--- src/hdl/wlcsd_pkg.sv ---
// Package for the wide-lane cycle-slip detector: field widths, payload structs,
// register indexes and the command/status structs between controller and datapath.
// No dependencies.
package wlcsd_pkg;

	localparam int SAMPLE_W      = 40;
	localparam int VAR_W         = 48;
	localparam int IDX_W         = 20;
	localparam int FACTOR_W      = 8;
	localparam int CFG_W         = 32;
	localparam int CFG_IDX_W     = 2;
	localparam int FRAC_BITS_DEF = 16;

	// Serial units: magnitude of a deviation, its square, the outlier threshold,
	// the rounded square and the dividend of every division.
	localparam int MUL_W  = SAMPLE_W + 1;
	localparam int PROD_W = 2 * MUL_W;
	localparam int THR_W  = FACTOR_W + VAR_W;
	localparam int SQR_W  = THR_W;
	localparam int DIV_W  = SQR_W + 2;

	localparam logic [CFG_IDX_W-1:0] CFG_OUTLIER_FACTOR   = 2'd0;
	localparam logic [CFG_IDX_W-1:0] CFG_INITIAL_VARIANCE = 2'd1;
	localparam logic [CFG_IDX_W-1:0] CFG_SLIP_WINDOW      = 2'd2;

	localparam logic [2:0] CK_OPEN    = 3'd0;
	localparam logic [2:0] CK_ADVANCE = 3'd1;
	localparam logic [2:0] CK_OUTLIER = 3'd2;
	localparam logic [2:0] CK_SLIP    = 3'd3;
	localparam logic [2:0] CK_UPDATE  = 3'd4;

	localparam logic [1:0] DS_MEAN = 2'd0;
	localparam logic [1:0] DS_VAR  = 2'd1;
	localparam logic [1:0] DS_MV   = 2'd2;

	localparam logic EV_OUTLIER = 1'b0;
	localparam logic EV_SLIP    = 1'b1;

	typedef struct packed {
		logic signed [SAMPLE_W-1:0] sample;
		logic                       last_sample;
	} wlcsd_in_t;

	typedef struct packed {
		logic                       event_kind;
		logic [IDX_W-1:0]           epoch_index;
		logic signed [SAMPLE_W-1:0] arc_mean;
		logic [VAR_W-1:0]           arc_mean_variance;
		logic [IDX_W-1:0]           arc_points;
	} wlcsd_out_t;

	typedef struct packed {
		logic       load;
		logic       prep;
		logic       cmp;
		logic       div_start;
		logic [1:0] div_sel;
		logic       save_mean;
		logic       commit;
		logic [2:0] kind;
	} wlcsd_cmd_t;

	typedef struct packed {
		logic started;
		logic pend_valid;
		logic mul_busy;
		logic div_busy;
		logic outlier;
		logic slip_ok;
		logic out_free;
	} wlcsd_sts_t;

endpackage

--- src/hdl/widelane_cycle_slip_detector.sv ---
// Top level of the wide-lane cycle-slip detector: controller plus datapath.
// Depends on wlcsd_pkg, wlcsd_ctrl and wlcsd_dp.
//
// The block takes wide-lane samples (signed Q23.16 cycles) one item at a time
// and keeps the running mean and variance of the current arc. Each sample is
// judged when the next one arrives, so every record lags the input by one
// item. An outlier record (event_kind 0) names the index of a sample whose
// squared deviation exceeds outlier_factor times the variance. A slip record
// (event_kind 1) follows when the next sample is an outlier too and lies
// within slip_window of its successor; it withdraws the outlier just reported,
// closes the arc and carries its mean, variance over point count and points.
// An item with last_sample set ends the series, and the next item opens a new
// one. Throughput is set by two serial units in the datapath: a shift-and-add
// multiplier that forms the squared deviation one bit per cycle and a
// restoring divider that produces one quotient bit per cycle. The first sample
// of a series and the one after it use neither unit. A judged sample uses the
// multiplier alone when it is an outlier, the multiplier and one division when
// it closes the arc, and the multiplier and two divisions when it updates the
// mean and variance. A finished record waits in an output register, so the
// next item is accepted while the record is still pending downstream; a later
// outlier or slip record that finds that register still occupied waits in the
// controller, and the input stays blocked until the receiver takes the first.
// Configuration is written through cfg_we, cfg_idx and cfg_wdata, by the user
// only while the block is idle, which the block does not enforce. Index 0 is
// outlier_factor, 1 initial_variance and 2 slip_window; others are ignored.
module widelane_cycle_slip_detector import wlcsd_pkg::*; #(
	parameter int FRACTION_BITS = FRAC_BITS_DEF
) (
	input  logic                 clk,
	input  logic                 arst_n,
	input  logic                 in_valid,
	output logic                 in_ready,
	input  wlcsd_in_t            in_data,
	output logic                 out_valid,
	input  logic                 out_ready,
	output wlcsd_out_t           out_data,
	input  logic                 cfg_we,
	input  logic [CFG_IDX_W-1:0] cfg_idx,
	input  logic [CFG_W-1:0]     cfg_wdata
);

	// Command and status travel as structs between the two halves.
	wlcsd_cmd_t cmd;
	wlcsd_sts_t sts;

	wlcsd_ctrl u_ctrl (
		.clk      (clk),
		.arst_n   (arst_n),
		.in_valid (in_valid),
		.in_ready (in_ready),
		.sts      (sts),
		.cmd      (cmd)
	);

	wlcsd_dp #(
		.FRACTION_BITS (FRACTION_BITS)
	) u_dp (
		.clk       (clk),
		.arst_n    (arst_n),
		.in_data   (in_data),
		.out_data  (out_data),
		.out_valid (out_valid),
		.out_ready (out_ready),
		.cfg_we    (cfg_we),
		.cfg_idx   (cfg_idx),
		.cfg_wdata (cfg_wdata),
		.cmd       (cmd),
		.sts       (sts)
	);

endmodule

--- src/hdl/wlcsd_ctrl.sv ---
// Controller of the wide-lane cycle-slip detector: sequences one item at a time
// through the serial multiplier and divider of the datapath. Depends on wlcsd_pkg.
module wlcsd_ctrl import wlcsd_pkg::*; (
	input  logic       clk,
	input  logic       arst_n,
	input  logic       in_valid,
	output logic       in_ready,
	input  wlcsd_sts_t sts,
	output wlcsd_cmd_t cmd
);

	localparam logic [2:0] ST_IDLE     = 3'd0;
	localparam logic [2:0] ST_DECIDE   = 3'd1;
	localparam logic [2:0] ST_MUL      = 3'd2;
	localparam logic [2:0] ST_CMP      = 3'd3;
	localparam logic [2:0] ST_DIV_MEAN = 3'd4;
	localparam logic [2:0] ST_DIV_VAR  = 3'd5;
	localparam logic [2:0] ST_DIV_MV   = 3'd6;
	localparam logic [2:0] ST_COMMIT   = 3'd7;

	logic [2:0] state_q, state_d;
	logic [2:0] kind_q, kind_d;

	always_ff @(posedge clk or negedge arst_n) begin
		if (!arst_n) begin
			state_q <= ST_IDLE;
			kind_q  <= CK_ADVANCE;
		end else begin
			state_q <= state_d;
			kind_q  <= kind_d;
		end
	end

	assign in_ready = (state_q == ST_IDLE);

	always_comb begin
		state_d = state_q;
		kind_d  = kind_q;
		cmd     = '0;
		case (state_q)
			ST_IDLE: begin
				if (in_valid) begin
					cmd.load = 1'b1;
					state_d  = ST_DECIDE;
				end
			end
			ST_DECIDE: begin
				if (!sts.started) begin
					cmd.commit = 1'b1;
					cmd.kind   = CK_OPEN;
					state_d    = ST_IDLE;
				end else if (!sts.pend_valid) begin
					cmd.commit = 1'b1;
					cmd.kind   = CK_ADVANCE;
					state_d    = ST_IDLE;
				end else begin
					cmd.prep = 1'b1;
					state_d  = ST_MUL;
				end
			end
			ST_MUL: begin
				if (!sts.mul_busy) begin
					state_d = ST_CMP;
				end
			end
			ST_CMP: begin
				cmd.cmp = 1'b1;
				if (sts.outlier && sts.slip_ok) begin
					cmd.div_start = 1'b1;
					cmd.div_sel   = DS_MV;
					state_d       = ST_DIV_MV;
				end else if (sts.outlier) begin
					kind_d  = CK_OUTLIER;
					state_d = ST_COMMIT;
				end else begin
					cmd.div_start = 1'b1;
					cmd.div_sel   = DS_MEAN;
					state_d       = ST_DIV_MEAN;
				end
			end
			ST_DIV_MEAN: begin
				if (!sts.div_busy) begin
					cmd.save_mean = 1'b1;
					cmd.div_start = 1'b1;
					cmd.div_sel   = DS_VAR;
					state_d       = ST_DIV_VAR;
				end
			end
			ST_DIV_VAR: begin
				if (!sts.div_busy) begin
					kind_d  = CK_UPDATE;
					state_d = ST_COMMIT;
				end
			end
			ST_DIV_MV: begin
				if (!sts.div_busy) begin
					kind_d  = CK_SLIP;
					state_d = ST_COMMIT;
				end
			end
			ST_COMMIT: begin
				// Outlier and slip records need the output register to be free.
				if (kind_q == CK_UPDATE || sts.out_free) begin
					cmd.commit = 1'b1;
					cmd.kind   = kind_q;
					state_d    = ST_IDLE;
				end
			end
			default: begin
				state_d = ST_IDLE;
			end
		endcase
	end

endmodule

--- src/hdl/wlcsd_dp.sv ---
// Datapath of the wide-lane cycle-slip detector: arc state, configuration
// registers, serial multiplier, serial divider and output register. Depends on wlcsd_pkg.
module wlcsd_dp import wlcsd_pkg::*; #(
	parameter int FRACTION_BITS = FRAC_BITS_DEF
) (
	input  logic                 clk,
	input  logic                 arst_n,
	input  wlcsd_in_t            in_data,
	output wlcsd_out_t           out_data,
	output logic                 out_valid,
	input  logic                 out_ready,
	input  logic                 cfg_we,
	input  logic [CFG_IDX_W-1:0] cfg_idx,
	input  logic [CFG_W-1:0]     cfg_wdata,
	input  wlcsd_cmd_t           cmd,
	output wlcsd_sts_t           sts
);

	localparam int MCNT_W = $clog2(MUL_W + 1);
	localparam int DCNT_W = $clog2(DIV_W + 1);
	localparam logic [IDX_W-1:0] IDX_MAX = {IDX_W{1'b1}};
	localparam logic [VAR_W-1:0] VAR_MAX = {VAR_W{1'b1}};

	// Configuration
	logic [FACTOR_W-1:0] factor_q;
	logic [CFG_W-1:0]    init_var_q;
	logic [CFG_W-1:0]    window_q;

	// Arc state
	logic signed [SAMPLE_W-1:0] mean_q;
	logic [VAR_W-1:0]           var_q;
	logic [IDX_W-1:0]           count_q;
	logic [IDX_W-1:0]           epoch_q;
	logic                       prev_q, started_q, pv_q;
	logic signed [SAMPLE_W-1:0] pend_q;

	// Current item and work registers
	logic signed [SAMPLE_W-1:0] x_q;
	logic                       last_q;
	logic [MUL_W-1:0]           mag_q;
	logic                       dneg_q, vneg_q, gap_ok_q;
	logic [THR_W-1:0]           thr_q;
	logic [SQR_W-1:0]           sqr_q;
	logic [DIV_W-1:0]           meanq_q;

	// Serial multiplier
	logic [MCNT_W-1:0] mul_cnt_q;
	logic [MUL_W-1:0]  mplier_q;
	logic [PROD_W-1:0] mcand_q, acc_q;

	// Serial divider
	logic [DCNT_W-1:0] div_cnt_q;
	logic [DIV_W-1:0]  quo_q;
	logic [IDX_W:0]    rem_q;
	logic [IDX_W-1:0]  dvsr_q;

	wlcsd_out_t out_q;
	logic       out_valid_q;

	// Deviation of the pending sample from the mean, and its gap to the new sample.
	logic signed [SAMPLE_W:0] dev, gap;
	logic [MUL_W-1:0]         dev_mag, gap_mag;
	assign dev     = {pend_q[SAMPLE_W-1], pend_q} - {mean_q[SAMPLE_W-1], mean_q};
	assign gap     = {pend_q[SAMPLE_W-1], pend_q} - {x_q[SAMPLE_W-1], x_q};
	assign dev_mag = dev[SAMPLE_W] ? MUL_W'(-dev) : MUL_W'(dev);
	assign gap_mag = gap[SAMPLE_W] ? MUL_W'(-gap) : MUL_W'(gap);

	logic [PROD_W-1:0] thr_shift, sq_round;
	assign thr_shift = PROD_W'(thr_q) << FRACTION_BITS;
	assign sq_round  = acc_q + (PROD_W'(1) << (FRACTION_BITS - 1));

	logic [IDX_W-1:0] pts, half_cnt;
	assign pts      = count_q - IDX_W'(1);
	assign half_cnt = count_q >> 1;

	logic             sqr_ge;
	logic [SQR_W:0]   dmag;
	assign sqr_ge = sqr_q >= SQR_W'(var_q);
	assign dmag   = sqr_ge ? (SQR_W + 1)'(sqr_q - SQR_W'(var_q))
	                       : (SQR_W + 1)'(SQR_W'(var_q) - sqr_q);

	logic [DIV_W-1:0] dvnd;
	logic [IDX_W-1:0] dvsr;
	always_comb begin
		case (cmd.div_sel)
			DS_MEAN: begin
				dvnd = DIV_W'(mag_q) + DIV_W'(half_cnt);
				dvsr = count_q;
			end
			DS_VAR: begin
				dvnd = DIV_W'(dmag) + DIV_W'(half_cnt);
				dvsr = count_q;
			end
			default: begin
				dvnd = DIV_W'(var_q) + DIV_W'(pts >> 1);
				dvsr = pts;
			end
		endcase
	end

	logic [IDX_W:0] rem_sh;
	logic           rem_ge;
	assign rem_sh = {rem_q[IDX_W-1:0], quo_q[DIV_W-1]};
	assign rem_ge = rem_sh >= {1'b0, dvsr_q};

	// Arc update: rounded mean step and variance step, variance saturated.
	logic signed [SAMPLE_W+1:0] mean_step, mean_new;
	logic signed [DIV_W+1:0]    vq, var_new;
	assign mean_step = dneg_q ? -(SAMPLE_W + 2)'(meanq_q) : (SAMPLE_W + 2)'(meanq_q);
	assign mean_new  = {{2{mean_q[SAMPLE_W-1]}}, mean_q} + mean_step;
	assign vq        = vneg_q ? -(DIV_W + 2)'(quo_q) : (DIV_W + 2)'(quo_q);
	assign var_new   = (DIV_W + 2)'(var_q) + vq;

	logic [VAR_W-1:0] var_sat;
	always_comb begin
		if (var_new[DIV_W+1]) begin
			var_sat = '0;
		end else if (var_new > (DIV_W + 2)'(VAR_MAX)) begin
			var_sat = VAR_MAX;
		end else begin
			var_sat = var_new[VAR_W-1:0];
		end
	end

	// A record is raised by an outlier or slip commit and dropped once it is taken.
	logic rec_commit;
	assign rec_commit = cmd.commit && (cmd.kind == CK_OUTLIER || cmd.kind == CK_SLIP);

	always_ff @(posedge clk or negedge arst_n) begin
		if (!arst_n) begin
			factor_q   <= FACTOR_W'(16);
			init_var_q <= CFG_W'(1) << (FRACTION_BITS - 2);
			window_q   <= CFG_W'(1) << FRACTION_BITS;
		end else if (cfg_we) begin
			case (cfg_idx)
				CFG_OUTLIER_FACTOR:   factor_q   <= cfg_wdata[FACTOR_W-1:0];
				CFG_INITIAL_VARIANCE: init_var_q <= cfg_wdata;
				CFG_SLIP_WINDOW:      window_q   <= cfg_wdata;
				default: ;
			endcase
		end
	end

	always_ff @(posedge clk or negedge arst_n) begin
		if (!arst_n) begin
			mean_q      <= '0;
			var_q       <= '0;
			count_q     <= IDX_W'(2);
			epoch_q     <= '0;
			prev_q      <= 1'b0;
			started_q   <= 1'b0;
			pv_q        <= 1'b0;
			out_valid_q <= 1'b0;
		end else begin
			out_valid_q <= (out_valid_q && !out_ready) || rec_commit;
			if (cmd.commit) begin
				// The last sample of a series rearms the block for a new one.
				started_q <= !last_q;
				pv_q      <= (cmd.kind != CK_OPEN) && !last_q;
				if (cmd.kind == CK_OPEN) begin
					mean_q  <= x_q;
					var_q   <= VAR_W'(init_var_q);
					count_q <= IDX_W'(2);
					prev_q  <= 1'b0;
					epoch_q <= '0;
				end else begin
					epoch_q <= epoch_q + IDX_W'(1);
				end
				case (cmd.kind)
					CK_OUTLIER: begin
						prev_q <= 1'b1;
					end
					CK_SLIP: begin
						mean_q  <= pend_q;
						var_q   <= VAR_W'(init_var_q);
						count_q <= IDX_W'(2);
						prev_q  <= 1'b0;
					end
					CK_UPDATE: begin
						mean_q  <= mean_new[SAMPLE_W-1:0];
						var_q   <= var_sat;
						prev_q  <= 1'b0;
						if (count_q < IDX_MAX) begin
							count_q <= count_q + IDX_W'(1);
						end
					end
					default: ;
				endcase
			end
		end
	end

	always_ff @(posedge clk) begin
		if (cmd.load) begin
			x_q    <= in_data.sample;
			last_q <= in_data.last_sample;
		end
		if (cmd.commit && cmd.kind != CK_OPEN) begin
			pend_q <= x_q;
		end
		if (cmd.commit && cmd.kind == CK_OUTLIER) begin
			out_q.event_kind        <= EV_OUTLIER;
			out_q.epoch_index       <= epoch_q;
			out_q.arc_mean          <= '0;
			out_q.arc_mean_variance <= '0;
			out_q.arc_points        <= '0;
		end
		if (cmd.commit && cmd.kind == CK_SLIP) begin
			out_q.event_kind        <= EV_SLIP;
			out_q.epoch_index       <= epoch_q - IDX_W'(1);
			out_q.arc_mean          <= mean_q;
			out_q.arc_mean_variance <= quo_q[VAR_W-1:0];
			out_q.arc_points        <= pts;
		end
		if (cmd.prep) begin
			mag_q    <= dev_mag;
			dneg_q   <= dev[SAMPLE_W];
			gap_ok_q <= gap_mag <= MUL_W'(window_q);
			thr_q    <= THR_W'(factor_q) * THR_W'(var_q);
		end
		if (cmd.cmp) begin
			sqr_q <= SQR_W'(sq_round >> FRACTION_BITS);
		end
		if (cmd.save_mean) begin
			meanq_q <= quo_q;
		end
		if (cmd.div_start && cmd.div_sel == DS_VAR) begin
			vneg_q <= !sqr_ge;
		end
	end

	// Shift-and-add multiplier, one bit of the multiplier per cycle.
	always_ff @(posedge clk or negedge arst_n) begin
		if (!arst_n) begin
			mul_cnt_q <= '0;
		end else if (cmd.prep) begin
			mul_cnt_q <= MCNT_W'(MUL_W);
		end else if (mul_cnt_q != '0) begin
			mul_cnt_q <= mul_cnt_q - MCNT_W'(1);
		end
	end

	always_ff @(posedge clk) begin
		if (cmd.prep) begin
			mplier_q <= dev_mag;
			mcand_q  <= PROD_W'(dev_mag);
			acc_q    <= '0;
		end else if (mul_cnt_q != '0) begin
			if (mplier_q[0]) begin
				acc_q <= acc_q + mcand_q;
			end
			mplier_q <= mplier_q >> 1;
			mcand_q  <= mcand_q << 1;
		end
	end

	// Restoring divider, one quotient bit per cycle.
	always_ff @(posedge clk or negedge arst_n) begin
		if (!arst_n) begin
			div_cnt_q <= '0;
		end else if (cmd.div_start) begin
			div_cnt_q <= DCNT_W'(DIV_W);
		end else if (div_cnt_q != '0) begin
			div_cnt_q <= div_cnt_q - DCNT_W'(1);
		end
	end

	always_ff @(posedge clk) begin
		if (cmd.div_start) begin
			quo_q  <= dvnd;
			rem_q  <= '0;
			dvsr_q <= dvsr;
		end else if (div_cnt_q != '0) begin
			rem_q <= rem_ge ? rem_sh - {1'b0, dvsr_q} : rem_sh;
			quo_q <= {quo_q[DIV_W-2:0], rem_ge};
		end
	end

	assign sts.started    = started_q;
	assign sts.pend_valid = pv_q;
	assign sts.mul_busy   = mul_cnt_q != '0;
	assign sts.div_busy   = div_cnt_q != '0;
	assign sts.outlier    = acc_q > thr_shift;
	assign sts.slip_ok    = prev_q && gap_ok_q;
	assign sts.out_free   = !out_valid_q || out_ready;

	assign out_data  = out_q;
	assign out_valid = out_valid_q;

endmodule

--- config.mk ---
export PLATFORM = sky130hd
export DESIGN_NAME = widelane_cycle_slip_detector
export DESIGN_NICKNAME = d
export VERILOG_FILES = /design/src/hdl/wlcsd_pkg.sv /design/src/hdl/widelane_cycle_slip_detector.sv /design/src/hdl/wlcsd_ctrl.sv /design/src/hdl/wlcsd_dp.sv
export SDC_FILE = /design/constraint.sdc
export NUM_CORES = 2
export LEC_CHECK = 0
export BUFFER_PORTS_ARGS = -buffer_cell sky130_fd_sc_hd__buf_2
export CAP_MARGIN = 15
export CORE_AREA = 2 2 385 387
export DETAILED_ROUTE_END_ITERATION = 12
export DIE_AREA = 0 0 387 389
export PLACE_DENSITY = 0.74
export SYNTH_ARGS = -nofsm -noshare
export SYNTH_HDL_FRONTEND = slang
export SYNTH_SLANG_ARGS = --single-unit
--- constraint.sdc ---
create_clock -name clk -period 6.5 [get_ports clk]
set_clock_uncertainty 0.2 [all_clocks]
set_input_delay 0.325 -clock clk [delete_from_list [all_inputs] [get_ports clk]]
set_output_delay 0.325 -clock clk [all_outputs]
set_load 0.01 [all_outputs]
==> Word-level counts from Yosys, hierarchy flattened <==
Index checks and enable logic that the tools add are counted.
{ "classes": {"add_sub_neg": 22, "order_cmp": 6, "eq_ne": 23, "mul": 1, "muxes": 62, "reduce_logical": 41} }
{ "ops": {"columns": ["op", "n"], "rows": [
  ["two-way mux 128 bit", 2],
  ["two-way mux 41 bit", 6],
  ["two-way mux 48 bit", 3],
  ["two-way mux 58 bit", 2],
  ["one-hot mux 58 bit (2 select lines)", 1],
  ["two-way mux 20 bit", 5],
  ["one-hot mux 48 bit (2 select lines)", 1],
  ["adder 82 bit", 1],
  ["> comparator 82 x 72 -> 1 bit", 1],
  ["negator 41 bit", 2],
  ["subtractor 40 x 40 -> 41 bit", 2],
  ["two-way mux 40 bit", 2],
  ["one-hot mux 40 bit (2 select lines)", 1],
  ["adder 72 x 16 -> 72 bit, second input constant", 1],
  ["adder 48 x 60 -> 60 bit", 1],
  ["> comparator 60 x 48 -> 1 bit, second input constant", 1],
  ["two-way mux 60 bit", 1],
  ["negator 58 -> 60 bit", 1],
  ["adder 57 x 19 -> 58 bit", 1],
  ["two-way mux 57 bit", 1],
  ["subtractor 48 x 56 -> 57 bit", 1],
  ["subtractor 56 x 48 -> 57 bit", 1],
  ["greater-or-equal comparator 56 x 48 -> 1 bit", 1],
  ["multiplier 8 x 48 -> 56 bit", 1],
  ["other kinds (40)", 115]
]} }
{ "totals": {"register_bits": 931, "out_inout_bits": 131, "elab_cells": 192} }

==> Depth between registers and ports, before layout <==
{ "logic_depth": {"depth_word": 9, "ltp_mapped": 35, "mapped_depth_nobuf": 31} }

==> By module <==
Synthesis repeated with hierarchy kept, for this count alone.
{ "unflattened": {"cells_unflattened": 9220, "area_unflattened_um2": 80973.9} }
{ "by_module_without_submodules": {"columns": ["module", "seq_area_each_um2", "instances", "area_each_um2", "cells_per_inst"], "rows": [
  ["wlcsd_dp", 25259.2, 1, 80478.4, 9158],
  ["wlcsd_ctrl", 151.4, 1, 495.5, 62]
]} }

==> Worst setup path before layout <==
Ideal clock, no wire load.
{ "synth_timing": {"path_kind": "reg-to-reg", "from": "register u_dp.var_q[38]", "to": "register u_dp.quo_q[53], data pin", "t_arrival_ps": 6649, "t_required_ps": 6036, "setup_slack_ps": -613, "period_less_slack_ps": 7113, "n_path_buf": 6, "stages_incl_launch_ff": 33, "cell_sequence": "dfrtp_1 ha_1 buf_2 nand4_2 nor4_2 nand3_2 a211o_1 o211a_4 nand2_8 inv_4 buf_6 buf_2 buf_2 buf_1 nand2_1 o211ai_1 a21oi_1 o221ai_1 xor2_1 ha_1 nand2_1 a211o_1 a41oi_1 a21o_1 and2_1 a41oi_1 nor3_2 nor4b_2 or4b_4 buf_6 or4_4 xnor2_1 o21ai_1"} }
{ "synth_between": {"elab_chain_len": 5, "word_cells_on_any_way": 7, "classes_between": "add/sub (3); order compare (1); mux (3)"} }
{ "synth_rtl": {"columns": ["item", "line_no", "rtl"], "rows": [
  ["start, declared", "wlcsd_dp.sv:31", "logic [VAR_W-1:0] var_q;"],
  ["start signal, assigned", "wlcsd_dp.sv:162", "var_q <= VAR_W'(init_var_q);"],
  ["start signal, assigned", "wlcsd_dp.sv:175", "var_q <= VAR_W'(init_var_q);"],
  ["start signal, assigned", "wlcsd_dp.sv:181", "var_q <= var_sat;"],
  ["subtractor 48 x 56 -> 57 bit, or another cell as far along", "wlcsd_dp.sv:80", ": (SQR_W + 1)'(SQR_W'(var_q) - sqr_q);"],
  ["two-way mux 57 bit (*)", "wlcsd_dp.sv:79", "assign dmag = sqr_ge ? (SQR_W + 1)'(sqr_q - SQR_W'(var_q))"],
  ["adder 57 x 19 -> 58 bit (*)", "wlcsd_dp.sv:91", "dvnd = DIV_W'(dmag) + DIV_W'(half_cnt);"],
  ["one-hot mux 58 bit (2 select lines) (*)", "wlcsd_dp.sv:85", "case (cmd.div_sel)"],
  ["two-way mux 58 bit (*)", "wlcsd_dp.sv:269", "if (cmd.div_start) begin"],
  ["end signal, assigned", "wlcsd_dp.sv:270", "quo_q <= dvnd;"],
  ["end signal, assigned", "wlcsd_dp.sv:275", "quo_q <= {quo_q[DIV_W-2:0], rem_ge};"],
  ["end, declared", "wlcsd_dp.sv:53", "logic [DIV_W-1:0] quo_q;"]
]} }
Every way passes the cells marked *; elsewhere a longest branch is shown, timed or not.
A chain may end at the register's enable or synchronous reset.

==> Worst setup path in the final report <==
{ "layout_timing": {"from": "register u_dp.sqr_q[5]", "to": "register u_dp.quo_q[53], data pin"} }
{ "layout_between": {"elab_chain_len": 5, "word_cells_on_any_way": 7, "classes_between": "add/sub (3); order compare (1); mux (3)"} }
{ "layout_rtl": {"columns": ["item", "line_no", "rtl"], "rows": [
  ["start, declared", "wlcsd_dp.sv:43", "logic [SQR_W-1:0] sqr_q;"],
  ["start signal, assigned", "wlcsd_dp.sv:222", "sqr_q <= SQR_W'(sq_round >> FRACTION_BITS);"],
  ["subtractor 48 x 56 -> 57 bit, or another cell as far along", "wlcsd_dp.sv:80", null],
  ["two-way mux 57 bit (*)", "wlcsd_dp.sv:79", null],
  ["adder 57 x 19 -> 58 bit (*)", "wlcsd_dp.sv:91", null],
  ["one-hot mux 58 bit (2 select lines) (*)", "wlcsd_dp.sv:85", null],
  ["two-way mux 58 bit (*)", "wlcsd_dp.sv:269", null]
]} }
Marked as above.

==> flow_summary_export.csv <==
group,metric,value,unit
clock_network,clkTransAtPathRegs,0.06,ns
route,avgViaCountPerCell,6.312,
global_route,grt_overflow_total,0,
global_route,antenna_found_initial,24,
sta,setup_slack,-0.05791,ns
sta,setup_tns,-0.1839,ns
worst_setup_path,crit_slowest_cell,"or4b_4",
finish,multi_input_area,51340,um^2
synth,synth_cell_types,111,
global_route,grt_max_degree,143,
worst_setup_path,r2r_start,"u_dp.sqr_q[5]",
synth,ys_warn_count,0,
worst_setup_path,required,6.79,ns
clock_network,root_buffer,"clkbuf_16",
power,powerDensity,616.8,nW/um^2
sta,fin_crit,6.558,ns
worst_setup_path,critPathCaptureType,"register",
sta,relSlewSlack,0.1172,
worst_setup_path,crit_type,"reg2reg",
placed_design,hpwl,247.4,mm
finish,finalNonFillerCells,11950,
synth,yosys_most_used_dff,"edfxtp_1",
worst_setup_path,cp_data_arrival_time,6.85,ns
clock_network,clock-sinks,931,
sta,tightest_slew,1.315,ns
floorplanning,core,146600,um^2
synth,yosysSeqAreaShare,0.3171,
global_route,grt_pass1_wl,460.8,mm
placed_design,place_area,88060,um^2
route,vias,75430,
route,drt_pass1_iterations,9,
floorplanning,die_area,150500,um^2
worst_setup_path,crit_path_start_kind,"register",
finish,final_area,93730,um^2
placed_design,io_buffer_count,210,
route,detail_route.wl_per_cell,26.22,um
floorplanning,io_pins,211,
synth,async_flop_share,0.2385,
synth,ys_ff_latch,931,
clock_network,cts-htree-levels,3,
synth,syn_inst,9128,
sta,hold_viol_final,6,
clock_network,clock_latency,0.77,ns
sta,post-route-period-util,1.009,
route,drcViolationCount,0,
worst_setup_path,timing.rr.end,"u_dp.quo_q[53]",
floorplanning,die_height,389,um
route,first_iter_violations,8549,
placed_design,dp_cells,11620,
worst_setup_path,rr_worst_depth,29,
worst_setup_path,rrSetupSlack,-0.06,ns
finish,fillerInstances,12240,
outcome,status,"complete, but fails checks",
power,power,57.81,mW
flow_run,drv_cap,0,
sta,slew_viol_final,0,
finish,finish.utilization,0.6393,
sta,max_freq,0.1525,GHz
sta,finalSetupViolCount,8,
global_route,first_global_vias,73090,
power,p_leak,42.01,nW
finish,drive_gt1_frac,0.1510,
finish,area_growth,16.98,%
power,irDropWorstVdd,581.2,uV
worst_setup_path,crit_family,"simple AND/OR/NAND/NOR gates",
clock_network,clockBufferDepth,3,
worst_setup_path,crit_fanout,7,
clock_network,numCtsBuffers,105,
worst_setup_path,crit_path_max_incr_delay,0.57,ns
synth,syn-num-nets,10100,
outcome,violations,"hold timing, setup timing",
synth,synth_edf_count,565,
finish,seq_area,25410,um^2
route,postRouteAntennaNets,0,
placed_design,place_congestion,1.079,
floorplanning,initial_core_util,0.5465,
sta,rsz0062_at_grt,"true",
synth,synth_area_per_cell,8.778,um^2
placed_design,pre_cts_ws,-0.3312,ns
hold_path,worstHoldPathType,"in2async",
finish,final_nets,10900,
floorplanning,rows,141,
worst_setup_path,cp_num_buf_inv,3,
floorplanning,fp.dieW,387,um
global_route,grt.total_usage,0.4053,
route,wl,313.3,mm
synth,synth_area,80120,um^2
clock_network,cts_tree,"built",
sta,fin_hold_ws,-0.04215,ns
## synth_stat cells, types with 78 or more instances
master	n	area, um^2
nor2_1	699	2624
nand2_1	974	3656
edfxtp_1	565	16970
xor2_1	217	1901
nand3_1	202	1011
nor3_1	149	745.7
o21ai_0	577	2888
ha_1	608	7607
inv_1	695	2609
mux2_2	80	900.9
o21a_1	90	675.7
a21oi_1	693	3468
a21o_1	302	2267
nor2b_1	82	513.0
clkbuf_1	360	1351
and2_1	247	1545
or3_1	81	506.7
dfxtp_1	144	2883
and3_1	78	488.0
fa_1	287	5746
xnor2_1	507	4441
nand4_1	128	800.8
dfrtp_1	217	5430
nand2b_1	78	488.0
## registers in the layout, indices dropped and copies added, names as in the netlist, 20 cells and up
name,count
u_dp.var_q,48
u_dp.init_var_q,32
u_dp.window_q,32
u_dp.x_q,40
u_dp.out_data,129
u_dp.quo_q,58
u_dp.rem_q,20
u_dp.thr_q,56
u_dp.mplier_q,41
u_dp.meanq_q,40
u_dp.epoch_q,20
u_dp.mcand_q,82
u_dp.mag_q,41
u_dp.mean_q,40
u_dp.count_q,20
u_dp.sqr_q,56
u_dp.pend_q,40
u_dp.acc_q,82
u_dp.dvsr_q,20
## worst register-to-register path: cells and delay by family (launching register included)
kind | cells | cell delay (ns)
AOI/OAI and AO/OA | 14 | 2.13
xor gates and xnor gates | 2 | 0.30
adders and majority gates | 2 | 0.59
buffers and inverters | 3 | 0.31
DFF | 1 | 0.37
and+or+nand+nor | 8 | 2.39
## routing by layer
| layer | global-route usage | up-vias | share of wire |
|---|---|---|---|
| met2 | 0.6123 | 4094 | 0.43 |
| met1 | 0.5405 | 36600 | 0.40 |
| met3 | 0.08558 | 820 | 0.11 |
| li1 | - | 33900 | - |
| met5 | 0 | - | 0.00046 |
| met4 | 0.2314 | 20 | 0.069 |
## cell type report
cell class / instances / area share
clock buffers: 136 / 0.03058
multi-input cells: 7076 / 0.5478
well taps: 1930 / 0.02576
flip-flops and latches: 931 / 0.2711
clock inverters: 62 / 0.008263
inverters: 700 / 0.02822
diodes: 7 / 0.0001869
repair buffers: 1107 / 0.08808
## how the worst max path moves through the flow
stage | slack, ns | to | cells after the start | start
2_1_floorplan | -0.37 | u_dp.quo_q[53] | 33 | u_dp.var_q[28]
3_3_place_gp | -0.21 | u_dp.quo_q[53] | 30 | u_dp.sqr_q[8]
3_5_place_dp | -0.33 | u_dp.quo_q[37] | 29 | u_dp.var_q[5]
4_1_cts | -0.02 | u_dp.quo_q[53] | 28 | u_dp.var_q[32]
5_1_grt | -0.39 | u_dp.quo_q[42] | 32 | u_dp.sqr_q[5]
6_report | -0.06 | u_dp.quo_q[53] | 29 | u_dp.sqr_q[5]
## cells in the final DEF, fill, tap and decap left out, types with 214 or more instances in the layout
| cell | n |
|---|---|
| a21o_1 | 302 |
| a21oi_1 | 677 |
| and2_1 | 244 |
| buf_4 | 786 |
| dfrtp_1 | 214 |
| edfxtp_1 | 565 |
| fa_1 | 286 |
| ha_1 | 594 |
| inv_1 | 690 |
| nand2_1 | 966 |
| nor2_1 | 689 |
| o21ai_0 | 555 |
| xnor2_1 | 501 |
| xor2_1 | 217 |
## cells by family after synthesis
group / after synthesis / share of synthesized area
and+or+nand+nor: 2935 / 0.1762
DFF: 931 / 0.3171
AOI/OAI and AO/OA: 2393 / 0.1895
muxes: 125 / 0.01704
adders and majority gates: 895 / 0.1667
buffers and inverters: 1121 / 0.05356
xor gates and xnor gates: 728 / 0.07995
## power by group
part,total (mW),internal [mW],switching [mW]
registers,10.9,9.09,1.83
logic,40.5,15.9,24.6
clock network,6.36,3.63,2.74
## repair_timing
action / CTS / global route
endpoints found under the hold margin: 214 / 0
hold buffers: 82 / 0
gates cloned: 0 / 2
pin swaps: 21 / 64
endpoints found under the setup margin: 72 / 97
buffers inserted: 7 / 31
resized for setup: 44 / 131
(Power assumes the default switching activity.)
